===== config.mk =====
export PLATFORM = sky130hd
export DESIGN_NAME = csv_field_quote_encoder
export DESIGN_NICKNAME = d
export VERILOG_FILES = /design/src/rtl/core/csvq_pkg.sv /design/src/rtl/core/csv_field_quote_encoder.sv
export SDC_FILE = /design/constraint.sdc
export NUM_CORES = 1
export LEC_CHECK = 0
export BUFFER_PORTS_ARGS = -buffer_cell sky130_fd_sc_hd__buf_4
export CAP_MARGIN = 20
export CORE_MARGIN = 4
export CORE_UTILIZATION = 40
export DETAILED_ROUTE_END_ITERATION = 16
export GPL_TIMING_DRIVEN = 0
export MAX_ROUTING_LAYER = met4
export PLACE_DENSITY = 0.67
export SETUP_SLACK_MARGIN = 0.1
export SYNTH_ARGS = -nofsm -noshare
export SYNTH_HDL_FRONTEND = slang
export SYNTH_SLANG_ARGS = --single-unit

===== constraint.sdc =====
create_clock -name clk -period 4.6 [get_ports clk]
set_input_delay 0.23 -clock clk [delete_from_list [all_inputs] [get_ports clk]]
set_output_delay 0.23 -clock clk [all_outputs]
set_load 0.02 [all_outputs]

===== src/rtl/core/csvq_pkg.sv =====
// ----------------------------------------------------------------------------
// csvq_pkg
// Shared types and constants for the CSV field quoting encoder.
// ----------------------------------------------------------------------------
`default_nettype none

package csvq_pkg;

	// Field buffer sizing
	localparam int FIELD_MAX = 16;
	localparam int CNT_W     = $clog2(FIELD_MAX + 1);
	localparam int IDX_W     = (FIELD_MAX > 1) ? $clog2(FIELD_MAX) : 1;

	// Fixed special bytes
	localparam logic [7:0] CH_LF  = 8'h0A;
	localparam logic [7:0] CH_CR  = 8'h0D;
	localparam logic [7:0] CH_NUL = 8'h00;

	// Request modes
	typedef enum logic [1:0] {
		MODE_BYTE      = 2'd0,
		MODE_CLOSE_FLD = 2'd1,
		MODE_CLOSE_REC = 2'd2,
		MODE_NONE      = 2'd3
	} mode_t;

	// Quoting styles
	typedef enum logic [1:0] {
		QS_MINIMAL = 2'd0,
		QS_ALL     = 2'd1,
		QS_NONE    = 2'd2,
		QS_NONE_X  = 2'd3
	} quote_style_t;

	// Configuration register indexes
	typedef enum logic [2:0] {
		REG_DELIM     = 3'd0,
		REG_QUOTE     = 3'd1,
		REG_ESCAPE    = 3'd2,
		REG_STYLE     = 3'd3,
		REG_DOUBLE_Q  = 3'd4,
		REG_TERM      = 3'd5,
		REG_TERM_LEN  = 3'd6,
		REG_UNUSED    = 3'd7
	} reg_idx_t;

	// Sequencer states
	typedef enum logic [2:0] {
		ST_IDLE,
		ST_DELIM,
		ST_OPENQ,
		ST_BYTE,
		ST_CLOSEQ,
		ST_TERM
	} state_t;

endpackage

`default_nettype wire


===== src/rtl/core/csv_field_quote_encoder.sv =====
// ----------------------------------------------------------------------------
// csv_field_quote_encoder
// Buffers field bytes and emits encoded CSV text, quoting or escaping each
// field on close and writing the line terminator on record close.
// ----------------------------------------------------------------------------
//  channel   | handshake            | payload
//  ----------+----------------------+-------------------------------------
//  request   | start / busy         | mode, field_byte
//  result    | strobe (no stall)    | out_byte, last, overflow
//  config    | cfg_valid / cfg_ready| cfg_index, cfg_data
//
//  A field byte request is buffered without leaving idle; busy stays low.
//  A field close emits its bytes (delimiter, quotes, escape prefixes, field
//  bytes) from the sequencer, stepping one byte a cycle
//  through the field buffer and the shared special-byte comparator.
//  A record close emits the terminator bytes (none to four).
//  Results are registered and appear in the cycle after they are formed; busy is high meanwhile.
//  Reset clears control state and restores the register defaults.
// ----------------------------------------------------------------------------
`default_nettype none

module csv_field_quote_encoder (
	input  wire logic                clk,
	input  wire logic                arst_n,
	input  wire logic                start,
	output logic                     busy,
	input  wire logic [1:0]          mode,
	input  wire logic [7:0]          field_byte,
	output logic                     strobe,
	output logic [7:0]               out_byte,
	output logic                     last,
	output logic                     overflow,
	input  wire logic                cfg_valid,
	output logic                     cfg_ready,
	input  wire logic [2:0]          cfg_index,
	input  wire logic [31:0]         cfg_data
);
	import csvq_pkg::*;

	// Configuration registers
	logic [7:0]  delimiter_char_q;
	logic [7:0]  quote_char_q;
	logic [7:0]  escape_char_q;
	logic [1:0]  quote_style_q;
	logic        double_quote_on_q;
	logic [31:0] terminator_bytes_q;
	logic [2:0]  terminator_length_q;

	// Field state
	logic [7:0]       field_store [FIELD_MAX];
	logic [CNT_W-1:0] field_count_q;
	logic             special_seen_q;
	logic             record_started_q;
	logic             dropped_flag_q;

	// Sequencer state
	state_t           state_q, state_d;
	logic [IDX_W-1:0] idx_q;
	logic             pre_done_q;
	logic             quoted_q;
	logic             ovf_q;
	logic [1:0]       tidx_q;

	// Result registers
	logic       strobe_q;
	logic [7:0] out_byte_q;
	logic       last_q;
	logic       overflow_q;

	// Combinational control
	logic       req_acc;
	logic       cfg_acc;
	logic       emit;
	logic [7:0] emit_byte;
	logic       emit_last;
	logic       emit_ovf;
	logic       fld_done;
	logic       byte_adv;
	logic       pre_set;
	logic       tidx_adv;
	logic       quoted_new;
	logic       has_bytes;
	logic       idx_is_last;
	logic [2:0] term_len;
	logic       term_last;
	logic [7:0] term_cur;

	// Shared comparator
	logic [7:0] cmp_op;
	logic       cmp_special;
	logic       cmp_quote;
	logic       need_pre;

	assign busy      = (state_q != ST_IDLE);
	assign cfg_ready = !busy;
	assign req_acc   = start && !busy;
	assign cfg_acc   = cfg_valid && cfg_ready;

	assign strobe   = strobe_q;
	assign out_byte = out_byte_q;
	assign last     = last_q;
	assign overflow = overflow_q;

	// Compare either the incoming byte or the buffered byte under the cursor
	assign cmp_op      = (state_q == ST_IDLE) ? field_byte : field_store[idx_q];
	assign cmp_quote   = (cmp_op == quote_char_q);
	assign cmp_special = (cmp_op == delimiter_char_q) || cmp_quote ||
	                     (cmp_op == escape_char_q) || (cmp_op == CH_LF) ||
	                     (cmp_op == CH_CR);
	assign need_pre    = quoted_q ? cmp_quote : cmp_special;

	// Decide quoting for a field close
	always_comb begin
		case (quote_style_q)
			QS_MINIMAL: quoted_new = special_seen_q;
			QS_ALL:     quoted_new = 1'b1;
			default:    quoted_new = 1'b0;
		endcase
	end

	assign has_bytes   = (field_count_q != '0);
	assign idx_is_last = ((CNT_W'(idx_q) + CNT_W'(1)) == field_count_q);

	// Effective terminator length and last-byte detection
	assign term_len  = ((terminator_length_q == 3'd0) || (terminator_length_q > 3'd4)) ?
	                   3'd4 : terminator_length_q;
	assign term_cur  = terminator_bytes_q[{tidx_q, 3'b000} +: 8];
	always_comb begin
		term_last = ((3'(tidx_q) + 3'd1) == term_len);
		if (tidx_q != 2'd3 &&
		    terminator_bytes_q[{tidx_q + 2'd1, 3'b000} +: 8] == CH_NUL) begin
			term_last = 1'b1;
		end
	end

	// Hold the sequencer state
	always_ff @(posedge clk or negedge arst_n) begin
		if (!arst_n) begin
			state_q <= ST_IDLE;
		end else begin
			state_q <= state_d;
		end
	end

	// Next state and emitted byte
	always_comb begin
		state_d   = state_q;
		emit      = 1'b0;
		emit_byte = cmp_op;
		emit_last = 1'b0;
		emit_ovf  = ovf_q;
		fld_done  = 1'b0;
		byte_adv  = 1'b0;
		pre_set   = 1'b0;
		tidx_adv  = 1'b0;
		case (state_q)
			ST_IDLE: begin
				if (req_acc && mode == MODE_CLOSE_FLD) begin
					if (record_started_q) begin
						state_d = ST_DELIM;
					end else if (quoted_new) begin
						state_d = ST_OPENQ;
					end else if (has_bytes) begin
						state_d = ST_BYTE;
					end else begin
						fld_done = 1'b1;
					end
				end else if (req_acc && mode == MODE_CLOSE_REC) begin
					if (terminator_bytes_q[7:0] != CH_NUL) begin
						state_d = ST_TERM;
					end
				end
			end
			ST_DELIM: begin
				emit      = 1'b1;
				emit_byte = delimiter_char_q;
				if (quoted_q) begin
					state_d = ST_OPENQ;
				end else if (has_bytes) begin
					state_d = ST_BYTE;
				end else begin
					emit_last = 1'b1;
					fld_done  = 1'b1;
					state_d   = ST_IDLE;
				end
			end
			ST_OPENQ: begin
				emit      = 1'b1;
				emit_byte = quote_char_q;
				state_d   = has_bytes ? ST_BYTE : ST_CLOSEQ;
			end
			ST_BYTE: begin
				emit = 1'b1;
				if (need_pre && !pre_done_q) begin
					emit_byte = (quoted_q && double_quote_on_q) ? quote_char_q : escape_char_q;
					pre_set   = 1'b1;
				end else begin
					emit_byte = cmp_op;
					byte_adv  = 1'b1;
					if (idx_is_last) begin
						if (quoted_q) begin
							state_d = ST_CLOSEQ;
						end else begin
							emit_last = 1'b1;
							fld_done  = 1'b1;
							state_d   = ST_IDLE;
						end
					end
				end
			end
			ST_CLOSEQ: begin
				emit      = 1'b1;
				emit_byte = quote_char_q;
				emit_last = 1'b1;
				fld_done  = 1'b1;
				state_d   = ST_IDLE;
			end
			ST_TERM: begin
				emit      = 1'b1;
				emit_byte = term_cur;
				emit_ovf  = 1'b0;
				tidx_adv  = 1'b1;
				if (term_last) begin
					emit_last = 1'b1;
					state_d   = ST_IDLE;
				end
			end
			default: begin
				state_d = ST_IDLE;
			end
		endcase
	end

	// Write configuration registers
	always_ff @(posedge clk or negedge arst_n) begin
		if (!arst_n) begin
			delimiter_char_q    <= 8'd44;
			quote_char_q        <= 8'd34;
			escape_char_q       <= 8'd92;
			quote_style_q       <= QS_MINIMAL;
			double_quote_on_q   <= 1'b1;
			terminator_bytes_q  <= 32'd2573;
			terminator_length_q <= 3'd2;
		end else if (cfg_acc) begin
			case (reg_idx_t'(cfg_index))
				REG_DELIM:    delimiter_char_q    <= cfg_data[7:0];
				REG_QUOTE:    quote_char_q        <= cfg_data[7:0];
				REG_ESCAPE:   escape_char_q       <= cfg_data[7:0];
				REG_STYLE:    quote_style_q       <= cfg_data[1:0];
				REG_DOUBLE_Q: double_quote_on_q   <= cfg_data[0];
				REG_TERM:     terminator_bytes_q  <= cfg_data;
				REG_TERM_LEN: terminator_length_q <= cfg_data[2:0];
				default: ;
			endcase
		end
	end

	// Buffer incoming field bytes
	always_ff @(posedge clk) begin
		if (req_acc && mode == MODE_BYTE && field_count_q < CNT_W'(FIELD_MAX)) begin
			field_store[field_count_q[IDX_W-1:0]] <= field_byte;
		end
	end

	// Track field and record marks
	always_ff @(posedge clk or negedge arst_n) begin
		if (!arst_n) begin
			field_count_q    <= '0;
			special_seen_q   <= 1'b0;
			record_started_q <= 1'b0;
			dropped_flag_q   <= 1'b0;
		end else if (req_acc && mode == MODE_BYTE) begin
			if (field_count_q < CNT_W'(FIELD_MAX)) begin
				field_count_q <= field_count_q + CNT_W'(1);
				if (cmp_special) begin
					special_seen_q <= 1'b1;
				end
			end else begin
				dropped_flag_q <= 1'b1;
			end
		end else if (req_acc && mode == MODE_CLOSE_REC) begin
			field_count_q    <= '0;
			special_seen_q   <= 1'b0;
			dropped_flag_q   <= 1'b0;
			record_started_q <= 1'b0;
		end else if (fld_done) begin
			field_count_q    <= '0;
			special_seen_q   <= 1'b0;
			dropped_flag_q   <= 1'b0;
			record_started_q <= 1'b1;
		end
	end

	// Advance the field and terminator cursors
	always_ff @(posedge clk or negedge arst_n) begin
		if (!arst_n) begin
			idx_q      <= '0;
			pre_done_q <= 1'b0;
			quoted_q   <= 1'b0;
			ovf_q      <= 1'b0;
			tidx_q     <= 2'd0;
		end else begin
			if (req_acc) begin
				idx_q      <= '0;
				pre_done_q <= 1'b0;
				quoted_q   <= quoted_new;
				ovf_q      <= dropped_flag_q;
				tidx_q     <= 2'd0;
			end else begin
				if (pre_set) begin
					pre_done_q <= 1'b1;
				end
				if (byte_adv) begin
					pre_done_q <= 1'b0;
					idx_q      <= idx_q + IDX_W'(1);
				end
				if (tidx_adv) begin
					tidx_q <= tidx_q + 2'd1;
				end
			end
		end
	end

	// Register the result
	always_ff @(posedge clk or negedge arst_n) begin
		if (!arst_n) begin
			strobe_q <= 1'b0;
		end else begin
			strobe_q <= emit;
		end
	end

	always_ff @(posedge clk) begin
		if (emit) begin
			out_byte_q <= emit_byte;
			last_q     <= emit_last;
			overflow_q <= emit_ovf;
		end
	end

	// Results only follow a busy cycle
	a_strobe_after_busy: assert property (@(posedge clk) disable iff (!arst_n)
		strobe |-> $past(state_q != ST_IDLE))
		else $error("result without an active sequence");

	// A result that is not last leaves the sequencer running
	a_more_follows: assert property (@(posedge clk) disable iff (!arst_n)
		(strobe && !last) |-> busy)
		else $error("sequence ended without a last result");

	// Field count stays within the buffer
	a_count_bound: assert property (@(posedge clk) disable iff (!arst_n)
		field_count_q <= CNT_W'(FIELD_MAX))
		else $error("field count beyond buffer size");

	// Terminator results never carry overflow
	a_term_no_ovf: assert property (@(posedge clk) disable iff (!arst_n)
		(strobe && $past(state_q == ST_TERM)) |-> !overflow)
		else $error("overflow on terminator byte");

	// A new request is never taken while busy
	a_no_accept_busy: assert property (@(posedge clk) disable iff (!arst_n)
		(state_q != ST_IDLE) |-> !req_acc)
		else $error("request accepted while busy");

endmodule

`default_nettype wire


-- Word-level counts from Yosys, hierarchy flattened
Memory sizes are Yosys's and may differ from the RTL's.
Cells that the tools add are included.
W data, S select, Z words.
- flip-flop bits (word level): 93
- bits in writable memories: 128
- output and inout port bits: 13
- logic and storage cells: 168
- memories kept: 1
- add/subtract/negate cells: 5
- magnitude comparators: 2
- equal/unequal tests: 31
- shift operators: 2
- mux-type cells: 61
- bitwise operators: 1
- reduce and logical (&&, ||, !) cells: 44
- memories (name ; depth ; width ; read ports ; clocked after Yosys merged registers in ; wr ports ; line ; text):
    field_store ; 16 ; 8 ; 1 ; 0 ; 1 ; csv_field_quote_encoder.sv:50 ; logic [7:0] field_store [FIELD_MAX];
- operator list (operator ; count):
    $shiftx A32 B6 Y8 ; 2
    $mux W3 ; 12
    $pmux W8 S4 ; 1
    $mux W1 ; 31
    $eq A8 B8 Y1 ; 3
    $mux W8 ; 3
    $mux W5 ; 4
    $reduce_and A2 Y1 ; 10
    $eq A8 B4 Y1 const B ; 2
    $eq A3 B3 Y1 const B ; 5
    $pmux W3 S5 ; 1
    $eq A3 B2 Y1 const B ; 4
    $ne A2 B2 Y1 const B ; 6
    $logic_and A1 B1 Y1 ; 9
    $logic_not A3 Y1 ; 3
    $reduce_bool A3 Y1 ; 3
    $logic_not A8 Y1 ; 1
    $mux W2 ; 4
    $mux W4 ; 2
    $pmux W1 S4 ; 2
    $reduce_bool A8 Y1 ; 1
    $eq A3 B1 Y1 const B ; 2
    $ne A3 B1 Y1 const B ; 2
    $reduce_and A6 Y1 ; 1
    23 further kinds ; 32

-- Logic depth before layout (Yosys ltp)
Gate-level depths: netlist (run 1).
- depth after elaboration: 14
- gate-level depth with buffers: 15
- mapped depth without buffers: 11

-- Worst setup path before layout (run 1)
OpenSTA, ideal clock, no wires.
- path type: reg2reg
- from: register state_q[0]
- to: memory field_store[9][0] (enable)
- arrival: 3.117 ns
- path slack: 1.100 ns
- stages on the path, launching flop included: 11
- path through: dfrtp_1 > or3_1 > clkbuf_1 > inv_1 > buf_2 > buf_1 > nand2_1 > or3_1 > nor2_1 > nand2_1 > nor3_1
- cells in the longest elaborated chain, start to end: 7
- RTL lines (what ; line ; text):
    start: declaration ; csv_field_quote_encoder.sv:57 ; state_t state_q, state_d;
    start signal: assignment ; csv_field_quote_encoder.sv:141 ; state_q <= state_d;
    $reduce_bool A3 Y1 ; csv_field_quote_encoder.sv:94 ; assign busy = (state_q != ST_IDLE);
    $logic_not A1 Y1 ; - ;
    via cfg_ready ; csv_field_quote_encoder.sv:34 ; output logic cfg_ready,
    $logic_and A1 B1 Y1 ; csv_field_quote_encoder.sv:96 ; assign req_acc = start && !busy;
    $logic_and A1 B1 Y1 (2 in series) ; csv_field_quote_encoder.sv:260 ; if (req_acc && mode == MODE_BYTE && field_count_q < CNT_W'(FIELD_MAX)) begin
    $mux W1 ; csv_field_quote_encoder.sv:260 ;
    $mux W1 (not written as such) ; csv_field_quote_encoder.sv:261 ; field_store[field_count_q[IDX_W-1:0]] <= field_byte;
    end: declaration ; csv_field_quote_encoder.sv:50 ;
The timed path passes the listed nets, and every way through them passes these cells.

-- Final worst setup path (run 1)
- from: register idx_q[2]
- to: register out_byte_q[1], in the netlist out_byte[1], data pin
- cells in the longest elaborated chain, start to end: 11
- elaborated cells between the ends (all ways): 15
- RTL lines (what ; line ; text):
    start: declaration ; csv_field_quote_encoder.sv:58 ; logic [IDX_W-1:0] idx_q;
    start signal: assignment ; csv_field_quote_encoder.sv:315 ; idx_q <= idx_q + IDX_W'(1);
    $mem_v2 Z16 W8 * ; - ;
    $mux W8 * ; csv_field_quote_encoder.sv:105 ; assign cmp_op = (state_q == ST_IDLE) ? field_byte : field_store[idx_q];
    $eq A8 B8 Y1 (on tied branches) ; csv_field_quote_encoder.sv:107, csv_field_quote_encoder.sv:106 ;
    $logic_or A1 B1 Y1 (2 in series) ; csv_field_quote_encoder.sv:107 ; assign cmp_special = (cmp_op == delimiter_char_q) || cmp_quote ||
    $logic_or A1 B1 Y1 (2 in series) ; csv_field_quote_encoder.sv:108 ; (cmp_op == escape_char_q) || (cmp_op == CH_LF) ||
    $mux W1 ; csv_field_quote_encoder.sv:110 ; assign need_pre = quoted_q ? cmp_quote : cmp_special;
    $logic_and A1 B1 Y1 ; csv_field_quote_encoder.sv:194 ; if (need_pre && !pre_done_q) begin
    $mux W8 ; csv_field_quote_encoder.sv:194 ;
    $pmux W8 S4 * ; csv_field_quote_encoder.sv:156 ; case (state_q)
    via emit_byte[1] ; csv_field_quote_encoder.sv:74 ; logic [7:0] emit_byte;
    end signal: assignment ; csv_field_quote_encoder.sv:335 ; out_byte_q <= emit_byte;
    end: declaration ; csv_field_quote_encoder.sv:66 ; logic [7:0] out_byte_q;
The timed path passes the listed nets; every way through them passes the cells marked *.
A chain may end at the register's enable or synchronous reset.

==> results of run 1 <==
## registers in the layout, summed over array words and instances, names as in the netlist, 2 cells and up
register	cells
out_byte	8
terminator_bytes_q	32
terminator_length_q	3
quote_style_q	2
idx_q	4
escape_char_q	8
field_store	128
field_count_q	5
delimiter_char_q	8
quote_char_q	8
state_q	3
tidx_q	2
## routing by layer
metal | global-route usage | vias to the layer above
met1 | 0.256 | 3705
met3 | 0.0288 | 36
met2 | 0.298 | 225
li1 | - | 3395
met4 | 0.0383 | 0
met5 | - | -
## final cells by class
class | count | area (sq um) | area share
buffer | 47 | 239 | 0.0187
clock buffer | 30 | 602 | 0.0472
clock inverter | 12 | 85.1 | 0.00667
inverter | 20 | 75.1 | 0.00589
multi-input combinational | 538 | 4290 | 0.336
sequential | 221 | 6240 | 0.490
tap | 335 | 419 | 0.0329
timing repair buffer | 96 | 801 | 0.0628
## cell usage after synthesis (12+ instances only)
library cell and count:
edfxtp_1 138, mux2_2 80, dfrtp_1 67, nand2_1 58
nor2_1 45, mux2i_1 34, o21ai_0 28, a21oi_1 21
clkbuf_1 21, nor3_1 21, inv_1 20, mux4_2 19
a22oi_1 18, dfstp_2 16, nand3_1 15, xor2_1 15
buf_1 12
## power groups by stage
stage | sequential [mW] | clock [mW] | combinational [mW]
finish | 2.92 | 1.74 | 2.65
global route | 2.97 | 1.85 | 2.89
CTS | 2.92 | 1.76 | 2.62
detailed placement | 2.95 | 0 | 2.61
global placement | 2.94 | 0 | 2.56
floorplan | 2.88 | 0 | 1.82
## cells by family (layout without fill, tap and decap cells)
group / count (synthesis) / in the layout
compound gates: 151 / 151
xor+xnor: 26 / 26
fa+ha+maj: 7 / 7
buf+inv: 68 / 205
flops: 221 / 221
mux: 135 / 135
simple gates: 219 / 219
## worst reg2reg max path, cell delays in order, from the launching register on
cell,delay [ns]
dfrtp_1,0.41
clkbuf_1,0.53
clkbuf_1,0.50
nor3_1,0.17
a222oi_1,0.54
a31o_2,0.32
nor2_1,0.06
a2111oi_1,0.57
a41o_2,0.32
a21oi_4,0.06
buf_6,0.18
a21oi_1,0.13
a2bb2oi_1,0.34
## metrics by stage
stage | std cells | utilization
5_1_grt | 1299 | 0.484
4_1_cts | 1298 | 0.483
3_5_place_dp | 1227 | 0.445
3_3_place_gp | 1221 | 0.444
2_1_floorplan | 827 | -
6_report | 1299 | 0.484
## how the worst min path moves through the flow
stage | end | slack, ns
after CTS | escape_char_q[7] | 0.0009
after global placement | record_started_q | 0.46
after floorplan | delimiter_char_q[0] | -0.07
after detailed placement | terminator_bytes_q[17] | 0.47
after global routing | escape_char_q[7] | 0.009
final | escape_char_q[7] | 0.01
## timing repair
item / CTS / global route
hold buffers: 30 / 0
resized for setup: 2 / 0
endpoints found under the setup margin: 47 / 0
setup buffers: 0 / 0
hold endpoints to repair: 108 / 0
==> flow_summary.yaml, run 1 <==
sta:
  clock_skew_ns: 0.0229
  hold_viol_final: 0
  post-route-min-period_ns: 4.34
  fin_hold_ws_ns: 0.0112
  worstMarginPinSlew_ns: 0.920
  rsz0062_at_grt: "no"
  setup_viol: 0
  final.period_utilization: 0.943
  slew_viol_final: 0
  setup_ws_ns: 0.262
  setup-tns-final_ns: 0
  slew_headroom: 0.384
  max_freq_ghz: 0.231
power:
  clockPowerShare: 0.238
  p_int_mw: 4.71
  p_total_mw: 7.31
  p_per_area_mw_per_mm2: 574
  swShare: 0.357
  ir_worst_vdd_mv: 0.415
  p_sw_mw: 2.61
  comb_power_share: 0.363
  seqPwrFrac: 0.400
  p_leak_nw: 4.75
clocking:
  cts_buffer_depth: 3
  htree_levels: 1
  cts.sink_count: 221
  cts-root-buf: "clkbuf_16"
  cts_buffers: 23
  clk_latency_ns: 0.52
  clk_pin_slew_worst_paths_ns: 0.06
  cts_tree: "built"
drt:
  ant_nets: 0
  drt_iter0_drc: 780
  drc_errors: 0
  wl_per_cell_microns: 21.3
  wl_met2_mm: 13.1
  drtPass1Iterations: 5
  wl_met1_mm: 12.4
  drt_wl_total_mm: 27.6
  met3_length_mm: 1.66
  top_layer: "met4"
  vias_per_cell: 5.67
  vias: 7361
setup_path:
  cp.arrival_ns: 4.64
  critPathLaunch: "idx_q[2]"
  rrSetupSlack_ns: 0.26
  worst-path-buf-inv: 3
  end_kind: "flip-flop"
  critPathLaunchType: "flip-flop"
  cp.depth: 12
  critPathMostFrequentCell: "clkbuf_1"
  rr_endpoint: "out_byte[1]"
  max_stage_delay_ns: 0.57
  path_cells: "clkbuf_1, clkbuf_1, nor3_1, a222oi_1, a31o_2, nor2_1, a2111oi_1, a41o_2, a21oi_4, buf_6, a21oi_1, a2bb2oi_1"
  r2r_start: "idx_q[2]"
  worstPathMaxFanout: 10
  critical_path_class: "reg2reg"
  required_ns: 4.91
  critPathTopFamily: "compound AO/OA/AOI/OAI gates"
  r2r_cells: 12
  setup.worst_path.end: "out_byte[1]"
  slowest_stage: "a2111oi_1"
placement:
  place_ws_ns: -0.0502
  io_buffer_count: 59
  place.gp.congestion: 0.930
  place_area_sq_mm: 0.0117
  dpl.hpwl_mm: 19.6
synthesis:
  yosysUniqueCellTypes: 77
  synth_top_family_by_area: "multiplexers"
  synth-edff-count: 138
  yosys.area_share.adder: 0.00809
  yosys-mux-area-fraction: 0.159
  mappedNetlistArea_sq_mm: 0.0108
  async_reset_ff_frac: 0.376
  synth-seq-cells: 221
  ys_seq_area_frac: 0.576
  synthFlopType: "edfxtp_1"
  syn_avg_cell_area_sq_um: 13.1
  synth_area_leaders: "edfxtp_1 38%, dfrtp_1 15%, mux2_2 8.3%, mux4_2 4.0%, dfstp_2 3.9%"
  yosys_warnings: 0
  synth_top_cell_by_area: "edfxtp_1"
  syn-num-nets: 883
  postSynthCellCount: 827
  synth-simple-area-share: 0.106
  synth_top_area_share: 0.383
  synth-xor-area-share: 0.0210
  synth_compound_area_frac: 0.101
finish:
  final_common_cell: "edfxtp_1"
  final_cell_mix: "138 x edfxtp_1, 80 x mux2_2, 67 x dfrtp_1"
  fill_cells: 2284
  final_area_sq_mm: 0.0127
  drive_above_1_share: 0.262
  diodes: 0
  syn2layout_area_growth_pct: 17.7
  num-nets-final: 1003
worst_hold_path:
  hold_path_class: "in2reg"
  hold_depth: 2
  hp-start: "cfg_data[7]"
global_routing:
  grt_max_degree: 84
  grt_pass1_wl_mm: 43.1
  grt_pass1_vias: 7415
  antenna_found_initial: 0
  track_usage: 0.186
  overflow: 0
die:
  die_width_microns: 173
  ios: 62
  core-area_sq_mm: 0.0264
  die_h_microns: 173
  initial_core_util: 0.411
  dieArea_sq_mm: 0.0298
  fp-row-count: 59
flow_run:
  drv_cap: 0
run_status:
  status: "finished clean"
Power figures use the tool's default switching activity.
==> inputs of run 2 (changes only) <==
MAX_ROUTING_LAYER = default   (was met4)
clock period = 4.5 ns   (was 4.6 ns; I/O delays follow)
==> flow_summary.yaml, run 2 (synthesis gave the netlist of run 1 again) <==
run_status:
  status: "finished clean"
drt:
  drt_iter0_drc: 724
  drc_errors: 0
  ant_nets: 0
  vias_per_cell: 5.70
  wl_per_cell_microns: 21.2
  drt_wl_total_mm: 27.6
  vias: 7408
  drtPass1Iterations: 5
global_routing:
  grt_pass1_vias: 7420
  overflow: 0
  track_usage: 0.181
  antenna_found_initial: 0
  grt_pass1_wl_mm: 43.1
  grt_max_degree: 84
clocking:
  clk_latency_ns: 0.52
  clk_pin_slew_worst_paths_ns: 0.07
  htree_levels: 1
  cts_buffer_depth: 3
  cts_buffers: 23
  cts_tree: "built"
  cts.sink_count: 221
  cts-root-buf: "clkbuf_16"
setup_path:
  worstPathMaxFanout: 10
  end_kind: "flip-flop"
  critPathLaunchType: "flip-flop"
  critical_path_class: "reg2reg"
  required_ns: 4.80
  r2r_cells: 13
  cp.arrival_ns: 4.41
sta:
  post-route-min-period_ns: 4.11
  worstMarginPinSlew_ns: 0.928
  max_freq_ghz: 0.243
  clock_skew_ns: 0.0209
  final.period_utilization: 0.914
  slew_headroom: 0.378
  rsz0062_at_grt: "no"
  slew_viol_final: 0
  setup_viol: 0
  hold_viol_final: 0
finish:
  fin_cells: 1300
  final_area_sq_mm: 0.0128
  num-nets-final: 1004
  drive_above_1_share: 0.263
  diodes: 0
  largest_reg_flops: 128
  fill_cells: 2280
  final_cell_mix: "138 x edfxtp_1, 80 x mux2_2, 67 x dfrtp_1"
  final_common_cell: "edfxtp_1"
  syn2layout_area_growth_pct: 17.8
power:
  clockPowerShare: 0.237
  ir_worst_vdd_mv: 0.420
  p_per_area_mw_per_mm2: 586
  swShare: 0.356
  p_sw_mw: 2.66
  comb_power_share: 0.363
  p_leak_nw: 4.75
  seqPwrFrac: 0.400
  p_int_mw: 4.81
placement:
  io_buffer_count: 59
  placed_cells: 1227
  place.gp.congestion: 0.915
  dpl.hpwl_mm: 19.6
  place_area_sq_mm: 0.0117
worst_hold_path:
  hold_depth: 2
  hold_path_class: "in2reg"
die:
  initial_core_util: 0.411
  ios: 62
  die_width_microns: 173
  die_h_microns: 173
  fp-row-count: 59
  dieArea_sq_mm: 0.0298
  core-area_sq_mm: 0.0264
flow_run:
  drv_cap: 0
[run 2: changes by cell type in the layout (fill, tap and decap cells not counted)]
cell,delta
dlygate4sd3_1,+1
clkbuf_2,+1
clkbuf_1,-2
buf_1,+1
[run 2: worst paths after layout]
check,start,end,slack [ns]
worst max-delay path,idx_q[1],out_byte[1],0.39
worst min-delay path,cfg_data[1],quote_style_q[1],0.02
worst max register to register,idx_q[1],out_byte[1],0.39
worst min register to register,record_started_q,record_started_q,0.50
max in group asynchronous,arst_n,terminator_bytes_q[9],3.73
min in group asynchronous,arst_n,strobe,0.11
[run 2: stage by stage]
stage	utilization	power (mW)	setup TNS (ns)	setup slack, ns	hold slack, ns
finish	0.484	7.47	0	0.388	0.0242
detailed placement	0.445	5.68	-2.58	-0.150	0.462
floorplan	-	4.80	0	1.00	-0.0706
CTS	0.483	7.46	0	0.335	0.00936
global route	0.484	7.88	0	0.182	0.0143
global placement	0.444	5.63	-19.20	-0.456	0.457
[run 2: what timing repair did]
action | in CTS | in global routing
cloned | 0 | 0
hold buffers | 31 | 0
gates resized for setup | 2 | 3
hold endpoints to repair | 115 | 0
pin swaps | 0 | 0
setup endpoints to repair | 64 | 7
setup buffers | 0 | 0
[run 2: power groups by stage]
stage	Sequential, mW	Combinational [mW]	Clock [mW]
after global routing	3.03	2.96	1.89
after CTS	2.98	2.68	1.80
after detailed placement	3.02	2.67	0
final	2.99	2.72	1.77
after global placement	3.01	2.62	0
after floorplan	2.94	1.86	0
[run 2: worst max-delay path, stage by stage (launching register included)]
cell	delay, ns
dfrtp_1	0.36
buf_6	0.18
buf_6	0.22
buf_2	0.34
mux2_2	0.38
a222oi_1	0.47
a31o_2	0.31
nor2_1	0.06
a2111oi_1	0.54
a41o_2	0.32
a21oi_4	0.06
buf_6	0.18
a21oi_1	0.13
a2bb2oi_1	0.34
[run 2: area by class of cell]
| type | count | area [sq um] | share of cell area |
|---|---|---|---|
| multi-input combinational | 538 | 4290 | 0.336 |
| inverter | 20 | 75.1 | 0.00588 |
| timing repair buffer | 97 | 811 | 0.0635 |
| sequential | 221 | 6240 | 0.489 |
| clock inverter | 12 | 85.1 | 0.00667 |
| clock buffer | 30 | 602 | 0.0472 |
| tap | 335 | 419 | 0.0328 |
| buffer | 47 | 240 | 0.0188 |
[run 2: per-layer routing]
layer | part of all wire | global-route usage | vias to the layer above
li1 | - | - | 3401
met1 | 0.45 | 0.258 | 3726
met2 | 0.47 | 0.297 | 245
met3 | 0.061 | 0.0279 | 36
met4 | 0.016 | 0.0383 | 0
met5 | 0 | 0 | -
==> inputs of run 3 (changes only) <==
ABC_AREA = 1   (was default)
==> flow_summary.yaml, run 3 <==
run_status:
  status: "finished clean"
synthesis:
  syn-num-nets: 1216
  yosysMostFrequentCell: "nand2_1"
  mappedNetlistArea_sq_mm: 0.0106
  synthFlopType: "edfxtp_1"
  ys_seq_area_frac: 0.592
  synth-seq-cells: 221
  synth_top_cell_by_area: "edfxtp_1"
  yosysUniqueCellTypes: 37
  synth_top_area_share: 0.393
  synth-edff-count: 138
  postSynthCellCount: 1160
  async_reset_ff_frac: 0.376
  synth_area_leaders: "edfxtp_1 39%, dfrtp_1 16%, nand2_1 13%, nand3_1 5.0%, o21ai_0 4.4%"
  yosys_warnings: 0
  synth_commonest_cells: "378 x nand2_1, 138 x edfxtp_1, 106 x nand3_1"
  syn_avg_cell_area_sq_um: 9.09
die:
  dieArea_sq_mm: 0.0290
  core-area_sq_mm: 0.0260
  die_h_microns: 170
  die_width_microns: 170
  initial_core_util: 0.406
  ios: 62
  fp-row-count: 59
sta:
  rsz0062_at_grt: "no"
  slew_viol_final: 0
  setup_viol: 0
  hold_viol_final: 0
  final.period_utilization: 0.788
  post-route-min-period_ns: 3.55
  slew_headroom: 0.216
  setup-tns-final_ns: 0
  clock_skew_ns: 0.0160
  max_freq_ghz: 0.282
  worstMarginPinSlew_ns: 1.17
clocking:
  clk_pin_slew_worst_paths_ns: 0.06
  htree_levels: 1
  cts_resized: 0
  cts_buffers: 24
  cts.sink_count: 221
  cts-root-buf: "clkbuf_16"
  cts_buffer_depth: 3
  cts_tree: "built"
  hold_buffers: 33
  clk_latency_ns: 0.51
  post_cts.repair.setup_buffers: 0
placement:
  place.gp.congestion: 0.912
  placed_cells: 1557
  place_area_sq_mm: 0.0114
  dpl.hpwl_mm: 19.6
  io_buffer_count: 61
finish:
  drive_above_1_share: 0.132
  diodes: 0
  fin_cells: 1634
  largest_reg_flops: 128
  final_area_sq_mm: 0.0125
  syn2layout_area_growth_pct: 18.7
  final_common_cell: "nand2_1"
  final_cell_mix: "378 x nand2_1, 138 x edfxtp_1, 106 x nand3_1"
  num-nets-final: 1338
drt:
  drc_errors: 0
  vias_per_cell: 5.22
  drtPass1Iterations: 5
  wl_per_cell_microns: 17.6
  ant_nets: 0
  drt_iter0_drc: 974
  drt_wl_total_mm: 28.7
  vias: 8530
power:
  p_leak_nw: 5.30
  p_per_area_mw_per_mm2: 603
  ir_worst_vdd_mv: 0.370
global_routing:
  grt_most_used_layer: "met2"
  grt_max_degree: 84
  grt_util_met3: 0.0256
  track_usage: 0.196
  grt_pass1_wl_mm: 45.0
  grt_pass1_vias: 8219
  grtUsageMet1: 0.280
  use_met2: 0.321
  overflow: 0
  antenna_found_initial: 0
worst_hold_path:
  hold_path_class: "in2reg"
setup_path:
  critical_path_class: "reg2reg"
  cp.arrival_ns: 3.67
  max_stage_delay_ns: 0.76
  slowest_stage: "nor2_1"
  worstPathMaxFanout: 10
  required_ns: 4.62
  path_cells: "nor2_1, nand2_1, inv_1, buf_2, nand2_1, inv_1, nand2_1, nor2_1, inv_1, nor2_1, nand2_1, nor2_1"
  end_kind: "flip-flop"
  critPathLaunchType: "flip-flop"
flow_run:
  drv_cap: 0
[run 3: cell count changes after synthesis, moves of 34 or more]
cell	before	now
mux2i_1	34	0
o21ai_0	28	92
mux2_2	80	7
nand2_1	58	378
nand3_1	15	106
inv_1	20	96
[run 3: worst paths after layout]
| path | to | depth (start not counted) | start | slack, ns |
|---|---|---|---|---|
| max | field_store[11][0] | 12 | state_q[0] | 0.95 |
| min in group asynchronous | strobe | 2 | arst_n | 0.10 |
| max reg2reg | field_store[11][0] | 12 | state_q[0] | 0.95 |
| min reg2reg | record_started_q | 2 | record_started_q | 0.48 |
| max in group asynchronous | terminator_length_q[1] | 3 | arst_n | 3.77 |
| min | field_count_q[0] | 4 | mode[1] | 0.04 |
[run 3: per-stage QoR]
stage                     utilization  hold slack, ns  total power, mW  worst slack (ns)
after floorplan                     -         -0.0706             4.77              1.91
after global placement          0.440           0.435             5.61              1.01
after detailed placement        0.440           0.442             5.69             0.947
after CTS                       0.481          0.0246             7.54             0.952
after global routing            0.482          0.0496             8.04             0.595
final                           0.482          0.0436             7.55             0.954
[run 3: routing by layer]
layer  wire length [microns]  share of wire
met1                   12600           0.44
met2                   13700           0.48
met3                    1880          0.065
met4                     488          0.017
met5                       0              0
[run 3: report_power, final]
part / internal [mW] / leakage (nW) / switching (mW)
clock network: 1.05 / 0.353 / 0.767
registers: 2.64 / 2.24 / 0.217
logic: 0.937 / 2.70 / 1.94
total: 4.63 / 5.30 / 2.92
[run 3: cell families (layout without fill, tap and decap cells)]
family,after synthesis,count (layout),share of synthesized area
AOI/OAI and AO/OA,165,165,0.0824
muxes,7,7,0.00747
xor gates and xnor gates,5,5,0.00415
adders and majority gates,7,7,0.00830
DFF,221,221,0.592
and+or+nand+nor,611,611,0.248
buffers and inverters,144,283,0.0576
[run 3: final cells by class]
| cell class | count | area [sq um] |
|---|---|---|
| buffer | 39 | 209 |
| clock buffer | 35 | 684 |
| clock inverter | 8 | 35.0 |
| fill | 2380 | 13500 |
| inverter | 105 | 399 |
| multi-input combinational | 795 | 3700 |
| sequential | 221 | 6240 |
| tap | 335 | 419 |
| timing repair buffer | 96 | 831 |
[run 3: critical path: cells and delay by family, from the launching register on]
kind | cells | cell delay (ns)
and+or+nand+nor | 8 | 2.12
buffers and inverters | 4 | 0.62
DFF | 1 | 0.41
